`config.mk`:
```
export PLATFORM = sky130hd
export DESIGN_NAME = hpt_div_step
export DESIGN_NICKNAME = d
export VERILOG_FILES = /design/src/rtl/hpt_pkg.sv /design/src/rtl/hpt_div_step.sv
export SDC_FILE = /design/constraint.sdc
export NUM_CORES = 1
export LEC_CHECK = 0
export BUFFER_PORTS_ARGS = -buffer_cell sky130_fd_sc_hd__buf_2
export CAP_MARGIN = 20
export CELL_PAD_IN_SITES_DETAIL_PLACEMENT = 1
export CELL_PAD_IN_SITES_GLOBAL_PLACEMENT = 1
export CORE_AREA = 2 2 303 305
export CTS_CLUSTER_DIAMETER = 200
export DETAILED_ROUTE_END_ITERATION = 16
export DIE_AREA = 0 0 305 307
export HOLD_SLACK_MARGIN = 0.05
export MAX_ROUTING_LAYER = met4
export PLACE_DENSITY = 0.61
export RECOVER_POWER = 50
export SLEW_MARGIN = 20
export SYNTH_ARGS = -nofsm -noshare
export SYNTH_HDL_FRONTEND = slang
export SYNTH_SLANG_ARGS = --single-unit
```
`constraint.sdc`:
```
create_clock -name clk_i -period 0.8 [get_ports clk_i]
set_clock_uncertainty 0.05 [all_clocks]
set_input_delay 0.04 -clock clk_i [delete_from_list [all_inputs] [get_ports clk_i]]
set_output_delay 0.04 -clock clk_i [all_outputs]
set_load 0.05 [all_outputs]
```
`src/rtl/hpt_pkg.sv`:
```
// Shared types and constants for the homogeneous point transform core.
package hpt_pkg;

  localparam int unsigned CoordW = 32;  // Q16.16 coordinate
  localparam int unsigned FracW  = 16;
  localparam int unsigned HW     = 49;  // signed homogeneous sum, |h| < 2^48
  localparam int unsigned MagW   = 48;  // magnitude of h
  localparam int unsigned QuoW   = 32;  // quotient bits produced by the divider
  localparam int unsigned NumLanes = 3;
  localparam int unsigned CfgW   = 64;
  localparam int unsigned CfgIdxW = 4;
  localparam int unsigned NumCfg = 8;

  // One coordinate lane inside the divider pipeline
  typedef struct packed {
    logic [MagW-1:0]   rem;  // partial remainder, below the divisor unless ovf is set
    logic [QuoW-1:0]   low;  // dividend bits still to shift in
    logic [QuoW-1:0]   quo;  // quotient bits developed so far
    logic              neg;  // result sign
    logic              ovf;  // quotient is 2^32 or more
  } hpt_lane_t;

  // Everything that travels through one divider step
  typedef struct packed {
    hpt_lane_t [NumLanes-1:0] lane;
    logic [MagW-1:0]          den;
    logic                     wz;
  } hpt_div_t;

endpackage

```
`src/rtl/hpt_div_step.sv`:
```
// One restoring-division step: one quotient bit for each of three lanes.
module hpt_div_step (
  input  logic              clk_i,
  input  logic              rst_ni,
  input  logic              en_i,
  input  logic              valid_i,
  input  hpt_pkg::hpt_div_t div_i,
  output logic              valid_o,
  output hpt_pkg::hpt_div_t div_o
);

  hpt_pkg::hpt_div_t      div_d, div_q;
  logic                   vld_q;
  logic [hpt_pkg::MagW:0] trial [hpt_pkg::NumLanes];
  logic                   ge [hpt_pkg::NumLanes];

  // Shift in one dividend bit, subtract when it fits
  always_comb begin
    div_d = div_i;
    for (int l = 0; l < hpt_pkg::NumLanes; l++) begin
      trial[l] = {div_i.lane[l].rem, div_i.lane[l].low[hpt_pkg::QuoW-1]};
      ge[l]    = (trial[l] >= {1'b0, div_i.den});
      div_d.lane[l].rem = ge[l] ? hpt_pkg::MagW'(trial[l] - {1'b0, div_i.den})
                                : hpt_pkg::MagW'(trial[l]);
      div_d.lane[l].low = {div_i.lane[l].low[hpt_pkg::QuoW-2:0], 1'b0};
      div_d.lane[l].quo = {div_i.lane[l].quo[hpt_pkg::QuoW-2:0], ge[l]};
    end
  end

  always_ff @(posedge clk_i) begin
    if (en_i) begin
      div_q <= div_d;
    end
  end

  always_ff @(posedge clk_i or negedge rst_ni) begin
    if (!rst_ni) begin
      vld_q <= 1'b0;
    end else if (en_i) begin
      vld_q <= valid_i;
    end
  end

  assign valid_o = vld_q;
  assign div_o   = div_q;

endmodule

```
==> reports/qor.csv <==
stage,metric,value,unit
routing,firstDrtPassIters,7,
timing,timing.fmax,384,MHz
logic_synthesis,syn-cell-area,22000,sq um
die,dieArea,93600,sq um
routing,route.detailed.drc,0,
placed_design,globalplace.congestion,0.926,
routing,wl,126000,um
logic_synthesis,synth-seq-cells,389,
grt,busiest_layer,met2,
worst_setup_path,reg2reg_depth,1,
grt,grt_start_max_net_pins,49,
logic_synthesis,yosysUniqueCellTypes,92,
clock_tree,cts_tree,done,
grt,grt_pass1_wl,172000,um
timing,hold_ws,-350,ps
worst_setup_path,worst-path-max-fanout,7,
routing,wl_per_cell,24.7,um
grt,first_global_vias,25146,
pwr,p_total,81.6,mW
logic_synthesis,syn_area_per_cell,11.2,sq um
outcome,status,"finished, violations left",
clock_tree,numCtsBuffers,50,
grt,met2_usage,46.0,%
logic_synthesis,synth_top_area_cell,edfxtp_1,
clock_tree,clock_latency,620,ps
cells_and_area,final_cell_mix,"buf_2, buf_4, edfxtp_1, dlygate4sd3_1, nand2_1",
logic_synthesis,seq_area_frac_synth,53.2,%
die,io_pins,787,
worst_setup_path,cp.arrival,2930,ps
logic_synthesis,yosys-top-cells-area,"edfxtp_1, ha_1, a21oi_1, nand2_1, xnor2_1",
logic_synthesis,synth-edff-count,388,
clock_tree,htreeDepth,2,
pwr,power_density,1950,nW/um^2
outcome,violations,"hold timing, setup timing",
timing,drv_slew,0,
clock_tree,clockRootBuffer,clkbuf_16,
timing,final.min_clock_period,2610,ps
pwr,max-vdd-ir-drop,1.39,mV
timing,finalCritPeriodShare,326,%
routing,ant_nets,0,
worst_setup_path,endpoint_kind,flip-flop,
timing,setup_ws,-1810,ps
clock_tree,clkSinkCount,389,
die,rows,111,
cells_and_area,drive_gt1_share,50.1,%
cells_and_area,areaGrowthSynthToFinish,90.9,%
routing,vias,23801,
grt,grt_use_met1,27.9,%
placed_design,place_ws,-3040,ps
timing,rsz0062_at_grt,yes,
cells_and_area,nets,4385,
placed_design,port_buffers,780,
min_path,holdPathStages,1,
logic_synthesis,synth_ff_type,edfxtp_1,
run,maxCapViolations,0,
clock_tree,clk_pin_slew,60,ps
die,die-height,307,um
grt,overflow,0,
grt,antenna_found_initial,45,
die,coreArea,90700,sq um
grt,grt_usage,25.8,%
timing,slew_headroom,53.0,%
logic_synthesis,synth_async_sr_flop_share,0.257,%
placed_design,placed_area,34000,sq um
die,initial_core_util,24.2,%
clock_tree,clockBufferDepth,3,
die,die_w,305,um
worst_setup_path,setup.worst_path.start_class,input pin,
routing,via_per_inst,4.67,
timing,hold_viol,7,
cells_and_area,finalCoreUtilization,46.2,%
grt,grt_use_met3,5.10,%
logic_synthesis,netlist_instances,1964,
logic_synthesis,synth_top_area_share,53.1,%
cells_and_area,layout_commonest_cell,buf_2,
worst_setup_path,required,1120,ps
timing,worst_pin_slew,702,ps
timing,setup_viol,925,
min_path,hold_path.class,input pin to flip-flop,
cells_and_area,final_cell_area,41900,sq um
worst_setup_path,crit_type,input pin to flip-flop,
logic_synthesis,yosysWarnings,0,
placed_design,detailed_place_hpwl,96600,um
routing,drtIter0Drc,1358,
pwr,power_leakage,18.3,nW
[flip-flops by register name, summed over array words and instances (netlist names)]
register	count
div_o	388
valid_o	1
[synth_stat cells, types with 28 or more instances]
cell      instances
a21o_1           70
a21oi_1         173
clkbuf_1         40
edfxtp_1        388
ha_1            144
inv_1            94
nand2_1         193
nand3_1          28
nand4_1          47
nor2_1          125
o21ai_0         119
o21ai_1          52
o21bai_1         29
xnor2_1          72
xor2_1           51
[critical path, cell delays in order]
cell and delay [ps]:
buf_8 70, clkinvlp_4 210, ha_4 390, nand2_4 70
o21ai_4 130, or3b_4 400, nand3_4 90, o21ai_4 90
o41ai_4 220, buf_4 190, a31o_4 160, a21o_4 280
clkbuf_16 240, mux2_4 300
[metal layers]
| layer | vias to the layer above | part of all wire (%) |
|---|---|---|
| met2 | 734 | 52 |
| met3 | 243 | 5.2 |
| met5 | - | 0 |
| met4 | 0 | 5.5 |
| li1 | 11136 | - |
| met1 | 11688 | 38 |
[report_power, final]
part           total (mW)  switching [mW]  internal, mW  leakage [nW]
logic                33.0            19.5          13.5          13.7
clock network        22.4            9.78          12.6         0.767
registers            26.3            1.02          25.2          3.81
[path summary, 6_finish.rpt]
| check | end | slack [ps] | from |
|---|---|---|---|
| max | div_o[349] | -1810 | div_i[21] |
| min | div_o[1] | -350 | div_i[1] |
| max reg2reg | valid_o | 0 | valid_o |
| min reg2reg | valid_o | 470 | valid_o |
| max in group asynchronous | valid_o | 360 | rst_ni |
| min in group asynchronous | valid_o | 230 | rst_ni |
[what timing repair did]
action,in CTS,in global routing
buffers inserted,9,36
endpoints found under the setup margin,536,925
endpoints found under the hold margin,763,20
gates resized for setup,100,315
pin swaps,21,76
gates cloned,3,13
hold buffers,372,11
[metrics by stage]
step | TNS (ps) | hold slack (ps) | std cells
finish | -646370 | -350 | 5098
detailed placement | -426510 | -234 | 4539
global placement | -421230 | -236 | 4539
global route | -667660 | -373 | 5096
CTS | -636290 | -392 | 5013
floorplan | -249860 | -306 | 1966
[layout make-up]
type                       count  area, sq um
antenna                       31         77.6
clock buffer                  60         1290
clock inverter                30          283
fill                        9975        48800
inverter                      94          400
multi-input combinational   1402        11500
sequential                   389        11700
tap                         1186         1480
timing repair buffer        1906        15200
[cells by family after synthesis]
kind of cell	after synthesis	synth area share (%)
xor gates and xnor gates	123	4.91
adders and majority gates	147	8.48
AOI/OAI and AO/OA	596	17.6
other	1	0.0171
DFF	389	53.2
buffers and inverters	175	3.73
muxes	21	1.27
and+or+nand+nor	512	10.9
Note: power is estimated with default switching activity, not from simulation.
